[src/mrs_pkg.sv]
// Package for the meter reading scaler: shared types, codes and constants.
// Used by mrs_ctrl, mrs_dpath and meter_reading_scaler; depends on nothing.
package mrs_pkg;

  // Field and datapath widths.
  localparam int MODE_W  = 2;
  localparam int RAW_W   = 24;
  localparam int PER_W   = 16;
  localparam int GAIN_W  = 16;
  localparam int NUM_W   = 26;
  localparam int RES_W   = 16;
  localparam int CIDX_W  = 2;
  localparam int CDAT_W  = 26;
  localparam int DIVD_W  = 40;                  // widest dividend: 24x16 product
  localparam int DIVS_W  = 20;                  // widest divisor: 1000000
  localparam int PWR_W   = 2 * RES_W;
  localparam int DIV_STEPS = DIVD_W;            // one quotient bit per step
  localparam int CNT_W   = $clog2(DIV_STEPS);

  // Divisors and limits.
  localparam logic [DIVS_W-1:0] RMS_DIVISOR   = DIVS_W'(1000000);
  localparam logic [DIVS_W-1:0] POWER_DIVISOR = DIVS_W'(1000);
  localparam logic [RES_W-1:0]  SAT_MAX       = '1;

  // Reset values of the configuration registers.
  localparam logic [GAIN_W-1:0] VGAIN_RST = GAIN_W'(1169);
  localparam logic [GAIN_W-1:0] CGAIN_RST = GAIN_W'(3546);
  localparam logic [NUM_W-1:0]  FNUM_RST  = NUM_W'(44744312);

  // Conversion modes.
  typedef enum logic [MODE_W-1:0] {
    MODE_FREQ    = 2'd0,
    MODE_VOLTAGE = 2'd1,
    MODE_CURRENT = 2'd2,
    MODE_POWER   = 2'd3
  } mode_t;

  // Configuration register indexes.
  localparam logic [CIDX_W-1:0] CFG_VGAIN = 2'd0;
  localparam logic [CIDX_W-1:0] CFG_CGAIN = 2'd1;
  localparam logic [CIDX_W-1:0] CFG_FNUM  = 2'd2;

  // Controller states.
  typedef enum logic [1:0] {
    ST_IDLE,
    ST_LOAD,
    ST_DIV,
    ST_FIN
  } state_t;

  // Commands from the controller to the datapath.
  typedef struct packed {
    logic capture;   // latch the incoming transaction
    logic load;      // set up dividend and divisor
    logic step;      // one restoring division step
    logic finish;    // clip, post the result, update kept values
  } cmd_t;

  // Status from the datapath to the controller.
  typedef struct packed {
    logic out_free;  // output register can take a new result this cycle
  } stat_t;

endpackage

[src/mrs_ctrl.sv]
// Controller of the meter reading scaler: sequences load, division and finish.
// Depends on mrs_pkg.
module mrs_ctrl (
  input  logic           clk,
  input  logic           rst_n,
  input  logic           in_valid,
  output logic           in_ready,
  input  mrs_pkg::stat_t stat,
  output mrs_pkg::cmd_t  cmd
);

  mrs_pkg::state_t             state_r, state_nxt;
  logic [mrs_pkg::CNT_W-1:0]   cnt_r, cnt_nxt;

  always_ff @(posedge clk) begin
    if (!rst_n) begin
      state_r <= mrs_pkg::ST_IDLE;
      cnt_r   <= '0;
    end else begin
      state_r <= state_nxt;
      cnt_r   <= cnt_nxt;
    end
  end

  always_comb begin
    state_nxt = state_r;
    cnt_nxt   = cnt_r;
    cmd       = '0;
    in_ready  = 1'b0;
    case (state_r)
      mrs_pkg::ST_IDLE: begin
        in_ready    = 1'b1;
        cmd.capture = in_valid;
        if (in_valid) begin
          state_nxt = mrs_pkg::ST_LOAD;
        end
      end
      mrs_pkg::ST_LOAD: begin
        cmd.load  = 1'b1;
        cnt_nxt   = '0;
        state_nxt = mrs_pkg::ST_DIV;
      end
      mrs_pkg::ST_DIV: begin
        cmd.step = 1'b1;
        cnt_nxt  = cnt_r + 1'b1;
        if (cnt_r == mrs_pkg::CNT_W'(mrs_pkg::DIV_STEPS - 1)) begin
          state_nxt = mrs_pkg::ST_FIN;
        end
      end
      mrs_pkg::ST_FIN: begin
        // Hold here while the previous result is still waiting downstream.
        if (stat.out_free) begin
          cmd.finish = 1'b1;
          state_nxt  = mrs_pkg::ST_IDLE;
        end
      end
      default: begin
        state_nxt = mrs_pkg::ST_IDLE;
      end
    endcase
  end

endmodule

[src/mrs_dpath.sv]
// Datapath of the meter reading scaler: configuration registers, multiplier,
// restoring divider, clipping, kept values and output register. Depends on mrs_pkg.
module mrs_dpath (
  input  logic                          clk,
  input  logic                          rst_n,
  input  mrs_pkg::cmd_t                 cmd,
  output mrs_pkg::stat_t                stat,
  input  logic                          cfg_we,
  input  logic [mrs_pkg::CIDX_W-1:0]    cfg_index,
  input  logic [mrs_pkg::CDAT_W-1:0]    cfg_data,
  input  logic [mrs_pkg::MODE_W-1:0]    in_mode,
  input  logic [mrs_pkg::RAW_W-1:0]     in_raw,
  output logic                          out_valid,
  input  logic                          out_ready,
  output logic [mrs_pkg::RES_W-1:0]     out_value,
  output logic                          out_sat
);

  logic [mrs_pkg::GAIN_W-1:0] vgain_r, cgain_r;
  logic [mrs_pkg::NUM_W-1:0]  fnum_r;
  logic [mrs_pkg::RES_W-1:0]  last_volt_r, last_cur_r;
  logic [mrs_pkg::MODE_W-1:0] mode_r;
  logic [mrs_pkg::RAW_W-1:0]  raw_r;
  logic [mrs_pkg::DIVD_W-1:0] dq_r;       // dividend shifting out, quotient in
  logic [mrs_pkg::DIVS_W-1:0] rem_r;
  logic [mrs_pkg::DIVS_W-1:0] div_r;
  logic                       out_valid_r;
  logic [mrs_pkg::RES_W-1:0]  out_value_r;
  logic                       out_sat_r;

  logic [mrs_pkg::GAIN_W-1:0] gain_sel;
  logic [mrs_pkg::DIVD_W-1:0] prod_rms;
  logic [mrs_pkg::PWR_W-1:0]  prod_pwr;
  logic [mrs_pkg::DIVD_W-1:0] dvd_sel;
  logic [mrs_pkg::DIVS_W-1:0] dvs_sel;
  logic [mrs_pkg::DIVS_W:0]   rem_sh;
  logic [mrs_pkg::DIVS_W:0]   rem_sub;
  logic                       q_bit;
  logic                       res_sat;
  logic [mrs_pkg::RES_W-1:0]  res_val;

  assign gain_sel = (mode_r == mrs_pkg::MODE_VOLTAGE) ? vgain_r : cgain_r;
  assign prod_rms = mrs_pkg::DIVD_W'(raw_r) * mrs_pkg::DIVD_W'(gain_sel);
  assign prod_pwr = mrs_pkg::PWR_W'(last_cur_r) * mrs_pkg::PWR_W'(last_volt_r);

  // A zero period leaves the divisor at zero; every step then subtracts
  // nothing and sets its quotient bit, so the result clips on its own.
  always_comb begin
    case (mode_r)
      mrs_pkg::MODE_FREQ: begin
        dvd_sel = mrs_pkg::DIVD_W'(fnum_r);
        dvs_sel = mrs_pkg::DIVS_W'(raw_r[mrs_pkg::PER_W-1:0]);
      end
      mrs_pkg::MODE_VOLTAGE, mrs_pkg::MODE_CURRENT: begin
        dvd_sel = prod_rms;
        dvs_sel = mrs_pkg::RMS_DIVISOR;
      end
      default: begin
        dvd_sel = mrs_pkg::DIVD_W'(prod_pwr);
        dvs_sel = mrs_pkg::POWER_DIVISOR;
      end
    endcase
  end

  assign rem_sh  = {rem_r, dq_r[mrs_pkg::DIVD_W-1]};
  assign rem_sub = rem_sh - {1'b0, div_r};
  assign q_bit   = (rem_sh >= {1'b0, div_r});

  assign res_sat = |dq_r[mrs_pkg::DIVD_W-1:mrs_pkg::RES_W];
  assign res_val = res_sat ? mrs_pkg::SAT_MAX : dq_r[mrs_pkg::RES_W-1:0];

  always_ff @(posedge clk) begin
    if (!rst_n) begin
      vgain_r     <= mrs_pkg::VGAIN_RST;
      cgain_r     <= mrs_pkg::CGAIN_RST;
      fnum_r      <= mrs_pkg::FNUM_RST;
      last_volt_r <= '0;
      last_cur_r  <= '0;
      out_valid_r <= 1'b0;
    end else begin
      if (cfg_we) begin
        case (cfg_index)
          mrs_pkg::CFG_VGAIN: vgain_r <= cfg_data[mrs_pkg::GAIN_W-1:0];
          mrs_pkg::CFG_CGAIN: cgain_r <= cfg_data[mrs_pkg::GAIN_W-1:0];
          mrs_pkg::CFG_FNUM:  fnum_r  <= cfg_data[mrs_pkg::NUM_W-1:0];
          default: begin
          end
        endcase
      end
      if (cmd.finish) begin
        out_valid_r <= 1'b1;
        if (mode_r == mrs_pkg::MODE_VOLTAGE) begin
          last_volt_r <= res_val;
        end
        if (mode_r == mrs_pkg::MODE_CURRENT) begin
          last_cur_r <= res_val;
        end
      end else if (out_ready) begin
        out_valid_r <= 1'b0;
      end
    end
  end

  always_ff @(posedge clk) begin
    if (cmd.capture) begin
      mode_r <= in_mode;
      raw_r  <= in_raw;
    end
    if (cmd.load) begin
      dq_r  <= dvd_sel;
      div_r <= dvs_sel;
      rem_r <= '0;
    end else if (cmd.step) begin
      dq_r  <= {dq_r[mrs_pkg::DIVD_W-2:0], q_bit};
      rem_r <= q_bit ? rem_sub[mrs_pkg::DIVS_W-1:0] : rem_sh[mrs_pkg::DIVS_W-1:0];
    end
    if (cmd.finish) begin
      out_value_r <= res_val;
      out_sat_r   <= res_sat;
    end
  end

  assign stat.out_free = !out_valid_r || out_ready;
  assign out_valid     = out_valid_r;
  assign out_value     = out_value_r;
  assign out_sat       = out_sat_r;

endmodule

[src/meter_reading_scaler.sv]
// Meter reading scaler: raw meter readings to frequency, voltage, current, power.
// An input transaction is captured at accept; then come one operand load, the 40
// restoring divider steps and one finish, which raises out_tvalid. No new transaction
// is accepted until the controller is back in idle, and it also holds in the finish
// state while a finished result waits on out_tready. Reset (rst_n low, synchronous): gains
// and numerator to defaults, kept values to zero, controller idle, output empty.
module meter_reading_scaler (
  input  logic        clk,
  input  logic        rst_n,
  // Input stream.
  input  logic        in_tvalid,
  output logic        in_tready,
  input  logic [23:0] in_tdata,   // [23:0] raw_reading
  input  logic [1:0]  in_tuser,   // [1:0] mode
  // Result stream.
  output logic        out_tvalid,
  input  logic        out_tready,
  output logic [15:0] out_tdata,  // [15:0] scaled_value
  output logic        out_tuser,  // [0] saturated
  // Configuration write channel.
  input  logic        cfg_valid,
  output logic        cfg_ready,
  input  logic [1:0]  cfg_index,
  input  logic [25:0] cfg_data
);

  mrs_pkg::cmd_t  cmd;
  mrs_pkg::stat_t stat;

  // Configuration writes are taken in any cycle; the user must issue them only while
  // no transaction is in flight, as the block itself does not enforce it.
  assign cfg_ready = 1'b1;

  // The controller owns the handshake on the input side and steps the
  // datapath through operand load, the shared divider and the final clip.
  mrs_ctrl u_ctrl (
    .clk      (clk),
    .rst_n    (rst_n),
    .in_valid (in_tvalid),
    .in_ready (in_tready),
    .stat     (stat),
    .cmd      (cmd)
  );

  // Every mode is one division: numerator by period, RMS product by one
  // million, or kept current times kept voltage by one thousand. The output
  // register lets the next input transaction start while a result waits.
  mrs_dpath u_dpath (
    .clk       (clk),
    .rst_n     (rst_n),
    .cmd       (cmd),
    .stat      (stat),
    .cfg_we    (cfg_valid && cfg_ready),
    .cfg_index (cfg_index),
    .cfg_data  (cfg_data),
    .in_mode   (in_tuser),
    .in_raw    (in_tdata),
    .out_valid (out_tvalid),
    .out_ready (out_tready),
    .out_value (out_tdata),
    .out_sat   (out_tuser)
  );

endmodule
[config.mk]
export PLATFORM = sky130hd
export DESIGN_NAME = meter_reading_scaler
export DESIGN_NICKNAME = d
export VERILOG_FILES = /design/src/mrs_pkg.sv /design/src/mrs_ctrl.sv /design/src/mrs_dpath.sv /design/src/meter_reading_scaler.sv
export SDC_FILE = /design/constraint.sdc
export NUM_CORES = 2
export LEC_CHECK = 0
export BUFFER_PORTS_ARGS = -buffer_cell sky130_fd_sc_hd__buf_4
export CAP_MARGIN = 20
export CELL_PAD_IN_SITES_DETAIL_PLACEMENT = 1
export CELL_PAD_IN_SITES_GLOBAL_PLACEMENT = 1
export CORE_AREA = 2 2 240 242
export CTS_CLUSTER_DIAMETER = 40
export DETAILED_ROUTE_END_ITERATION = 7
export DIE_AREA = 0 0 242 244
export PLACE_DENSITY_LB_ADDON = 0.1
export REMOVE_ABC_BUFFERS = 1
export SETUP_SLACK_MARGIN = 0.5
export SYNTH_ARGS = -nofsm -noshare
export SYNTH_HDL_FRONTEND = slang
export SYNTH_SLANG_ARGS = --single-unit
[constraint.sdc]
create_clock -name clk -period 15.45 [get_ports clk]
set_input_delay 2.3175 -clock clk [delete_from_list [all_inputs] [get_ports clk]]
set_output_delay 2.3175 -clock clk [all_outputs]
set_load 0.01 [all_outputs]
# Word level (Yosys, flattened, before mapping)
# Index checks and enable logic that the tools add are counted.
[word_totals]
register_bits = 222
word_cells = 67
[op_classes]
addsub = 2
n_mul = 2
n_lt_le_gt_ge = 1
n_eq_ne = 11
mux = 20
n_reduce_logical = 16
[op_table]
columns = ["operator", "count"]
rows = [
  ["2-to-1 mux 40 bit", 2],
  ["one-hot mux 40 bit (2 select lines)", 1],
  ["multiplier 24 x 16 -> 40 bit", 1],
  ["one-hot mux 20 bit (2 select lines)", 1],
  ["multiplier 16 x 16 -> 32 bit", 1],
  ["2-to-1 mux 16 bit", 2],
  ["OR reduction 24 bit", 1],
  ["greater-or-equal comparator 21 x 20 -> 1 bit", 1],
  ["2-to-1 mux 20 bit", 1],
  ["subtractor 20 bit", 1],
  ["one-hot mux 6 bit (2 select lines)", 1],
  ["AND reduction 2 bit", 5],
  ["== test 2 bit, second input constant", 4],
  ["2-to-1 mux 1 bit", 8],
  ["one-hot mux 2 bit (4 select lines)", 1],
  ["adder 6 x 1 -> 6 bit, second input constant", 1],
  ["== test 2 x 1 -> 1 bit, second input constant", 3],
  ["== test 6 bit, second input constant", 1],
  ["logical NOT 2 bit", 3],
  ["2-to-1 mux 2 bit", 3],
  ["nonzero test 2 bit", 3],
  ["!= test 2 bit, second input constant", 2],
  ["AND reduction 3 bit", 1],
  ["!= test 2 x 1 -> 1 bit, second input constant", 1],
  ["3 further kinds", 3],
]

# Depth between registers and ports, before layout
[logic_depth]
depth_word = 5
depth_mapped = 30
ltp_nobuf = 27

# Hierarchy
# A second synthesis with hierarchy kept.
[hier_totals]
cells_unflattened = 3455
hier_area_um2 = 30967.2
[by_module_without_submodules]
columns = ["module", "n_inst", "cells_each", "area_per_inst_um2"]
rows = [
  ["mrs_dpath", 1, 3401, 30489.2],
  ["mrs_ctrl", 1, 52, 466.7],
  ["meter_reading_scaler", 1, 2, 11.3],
]

# Worst setup path after synthesis
# OpenSTA, ideal clock, no wires.
[synth_path]
kind = "reg-to-reg"
start = "register u_dpath.mode_r[1] (netlist name)"
end = "register u_dpath.dq_r[36] (netlist name) (data pin)"
setup_ns = 0.261
arrival_time_ns = 7.335
required_time_ns = 15.189
setup_slack_ns = 7.854
stages_incl_launch_ff = 30
synth_period_minus_slack_ns = 7.596
path_cell_list = "edfxtp_1 inv_1 ha_1 clkbuf_1 clkbuf_1 mux2_2 clkbuf_1 nand2_1 fa_1 inv_1 fa_1 inv_1 fa_1 inv_1 fa_1 fa_1 inv_1 fa_1 inv_1 ha_1 a21oi_1 o21ai_0 a2111oi_0 a21oi_1 o21ai_2 o21ai_2 a41o_1 o21ai_1 mux2_1 a221o_1"
[synth_between]
elab_chain_cells = 5
elab_cells_between_ends = 8
cone_classes = "mul (1); eq/ne (2); mux (3); reduce/logical (2)"
[synth_rtl]
columns = ["element", "line", "source"]
rows = [
  ["start: declaration", "mrs_dpath.sv:22", "logic [mrs_pkg::MODE_W-1:0] mode_r;"],
  ["start signal: assignment", "mrs_dpath.sv:106", "mode_r <= in_mode;"],
  ["== test 2 x 1 -> 1 bit", "mrs_dpath.sv:42, mrs_dpath.sv:49", ""],
  ["2-to-1 mux 16 bit", "mrs_dpath.sv:42", "assign gain_sel = (mode_r == mrs_pkg::MODE_VOLTAGE) ? vgain_r : cgain_r;"],
  ["multiplier 24 x 16 -> 40 bit", "mrs_dpath.sv:43", "assign prod_rms = mrs_pkg::DIVD_W'(raw_r) * mrs_pkg::DIVD_W'(gain_sel);"],
  ["one-hot mux 40 bit (2 select lines) *", "mrs_dpath.sv:49", "case (mode_r)"],
  ["2-to-1 mux 40 bit *", "mrs_dpath.sv:109", "if (cmd.load) begin"],
  ["end signal: assignment", "mrs_dpath.sv:110", "dq_r <= dvd_sel;"],
  ["end signal: assignment", "mrs_dpath.sv:114", "dq_r <= {dq_r[mrs_pkg::DIVD_W-2:0], q_bit};"],
  ["end: declaration", "mrs_dpath.sv:24", "logic [mrs_pkg::DIVD_W-1:0] dq_r;"],
]
# Mark *: on every way between the ends. The rest lies on a longest branch, timed or not.
# A chain may end at the register's enable or synchronous reset.

# Worst setup path after layout
# Same ends and word-level chain as after synthesis.

==> results.ini <==
[yosys]
synth_edf_count=100
yosysUniqueCellTypes=84
synth_seq_cells=219
syn-mean-instance-area_um2=8.997
ys_seq_area_share_pct=17.52
synth_cells=3416
yosysTopAreaCellShare_pct=32.63
yosysMostFrequentCell=inv_1
netlist_area_mm2=0.03073
ys_top_cells_by_count=inv_1, nand2_1, fa_1, ha_1, and2_1
synth_area_leaders=fa_1, ha_1, edfxtp_1
synth_top_area_cell=fa_1
async_reset_ff_share_pct=0
yosys_warnings=0
ys.flop_type=dfxtp_1

[clock_network]
clk_pin_slew_worst_paths_ns=0.05
cts_made_buffers=50
ctsResizeCount=0
cts_hold_repair.buffers=0
clock_latency_ns=0.62
cts_setup_buffers=0
cts.sinks=219
clockRootBuffer=clkbuf_16
htreeDepth=2
clock_path_buffers=3
cts_tree=yes

[place]
dp_hpwl_mm=71.16
port_buffers=77
place_congestion=0.9203
placed_area_mm2=0.03172

[timing]
fmax_mhz=120.9
fin_skew_ns=0.04703
drv_slew=0
hold_viol=0
finalSetupViolCount=0
fin_tns_setup_ns=0
worst_pin_slew_ns=1.085
relSlewSlack_pct=27.67
rsz0062_at_grt=no
fin_crit_ns=8.271
min_period_over_period_pct=53.53

[detailed_routing]
vias=24066
drt_iter0_drc=1347
routed_via_density=5.749
dr.pass1.iters=5
post_drt_wl_per_cell_um=21.85
routed_wl_mm=91.45
drcViolationCount=0
ant_nets=0

[cells_and_area]
area_delta_synth_final_pct=9.082
fin_nets=4191
fin_area_mm2=0.03353
fillCellCount=6474
drive_gt1_share_pct=6.914

[setup_path]
cp_num_buf_inv=6
crit_arrival_ns=8.60
crit_type=reg2reg
cp.required_ns=15.78
path_common_cell=fa_1
r2r_slack_ns=7.18
timing.rr.end=u_dpath.dq_r[36]
r2r_cells=26
slowest_stage=mux2_2
critPathMaxStageDelay_ns=0.63
critical_path_peak_fanout=25
cp-start-kind=register
critical_path_depth=26
cp-end-kind=register
crit_start=u_dpath.mode_r[1]
critPathCapture=u_dpath.dq_r[36]
cp_top_family=adder cells
r2r_start=u_dpath.mode_r[1]

[die]
die_width_um=242
dieArea_mm2=0.05905
die_y_um=244
core_mm2=0.05617
rows=87
pin_count=79
start_util_pct=54.72

[global_route]
grtUsageTotal_pct=32.30
grt_pass1_vias=27881
grt_overflow=0
grt_max_degree=95
antenna_found_initial=3
grt_pass1_wl_mm=150.3

[status]
run_status=finished, final reports clean

[job]
cap_violations=0

[min_path]
min_path_type=reg2reg

[through the flow]
step	utilization, %	setup slack [ns]	hold WS, ns	instances
floorplan	-	7.845	0.4328	3237
global placement	56.47	7.498	0.4511	4088
detailed placement	56.47	7.349	0.4613	4088
CTS	59.62	7.225	0.4740	4182
global route	59.68	6.742	0.4966	4184
finish	59.69	7.179	0.4731	4186
[sequential cells by signal (all words and copies together), names as in the netlist]
register	count
u_ctrl.cnt_r	6
u_ctrl.state_r	2
u_dpath.cgain_r	16
u_dpath.div_r	17
u_dpath.dq_r	40
u_dpath.fnum_r	26
u_dpath.last_cur_r	16
u_dpath.last_volt_r	16
u_dpath.mode_r	2
u_dpath.out_sat	1
u_dpath.out_valid	1
u_dpath.out_value	16
u_dpath.raw_r	24
u_dpath.rem_r	20
u_dpath.vgain_r	16
[cells in the final DEF, fill, tap and decap left out, types with 26 or more instances in the layout]
master and n:
and2_1 234, o211a_1 34, inv_1 638, a21boi_0 33
edfxtp_1 100, dfxtp_1 119, ha_1 242, clkbuf_16 50
xor2_1 26, a21oi_1 92, buf_4 95, o21ai_0 42
nor2_1 124, xnor2_1 54, nand3_1 48, mux2i_1 26
nand2_1 607, a21o_1 38, fa_1 501
[routing by layer]
metal	track usage, %	up-vias	wire, um
li1	-	10595	-
met1	40.10	12616	36830
met2	56.90	633	45850
met4	13.29	6	4095
met3	4.401	216	4630
met5	0	-	44
[cell families (layout without fill, tap and decap cells)]
| logic type | after synthesis | in the layout | share of synthesized area (%) |
|---|---|---|---|
| and+or+nand+nor | 1096 | 1096 | 16.25 |
| buffers and inverters | 818 | 830 | 10.06 |
| adders and majority gates | 746 | 746 | 42.61 |
| AOI/OAI and AO/OA | 403 | 403 | 9.437 |
| DFF | 219 | 219 | 17.52 |
| xor gates and xnor gates | 80 | 80 | 2.280 |
| muxes | 53 | 53 | 1.836 |
| other | 1 | 3 | 0.01220 |
[worst min-delay path by stage]
stage	startpoint	to	depth (start not counted)
2_1_floorplan	u_dpath.vgain_r[0]	u_dpath.vgain_r[0]	2
3_3_place_gp	u_dpath.vgain_r[0]	u_dpath.vgain_r[0]	2
3_5_place_dp	u_dpath.vgain_r[0]	u_dpath.vgain_r[0]	2
4_1_cts	u_dpath.vgain_r[1]	u_dpath.vgain_r[1]	2
5_1_grt	u_dpath.fnum_r[12]	u_dpath.fnum_r[12]	2
6_report	u_dpath.cgain_r[11]	u_dpath.cgain_r[11]	2
[area by class of cell]
| cell class | instances | area, um^2 | area share, % |
|---|---|---|---|
| clock buffer | 55 | 1290 | 3.848 |
| multi-input combinational | 2379 | 22280 | 66.45 |
| tap | 756 | 945.9 | 2.821 |
| inverter | 639 | 2399 | 7.154 |
| timing repair buffer | 97 | 748.2 | 2.232 |
| clock inverter | 39 | 475.5 | 1.418 |
| antenna | 2 | 5.005 | 0.01493 |
| sequential | 219 | 5385 | 16.06 |
[worst reg2reg max path, cell delays in order, from the launching register on]
cell       delay, ns
edfxtp_1        0.43
inv_1           0.11
ha_1            0.14
buf_4           0.36
mux2_2          0.64
and2_1          0.29
fa_1            0.51
inv_1           0.06
fa_1            0.55
inv_1           0.06
fa_1            0.50
fa_1            0.43
fa_1            0.56
inv_1           0.07
fa_1            0.51
inv_1           0.06
ha_1            0.34
a21oi_1         0.21
o21ai_0         0.12
a2111oi_0       0.38
a21oi_1         0.21
o21ai_2         0.29
o21ai_2         0.13
a41o_1          0.27
o21ai_1         0.16
mux2_1          0.34
a221o_1         0.27
Power is not shown: default switching activity piles up to over one toggle a cycle in this logic, so the estimate is an artifact.
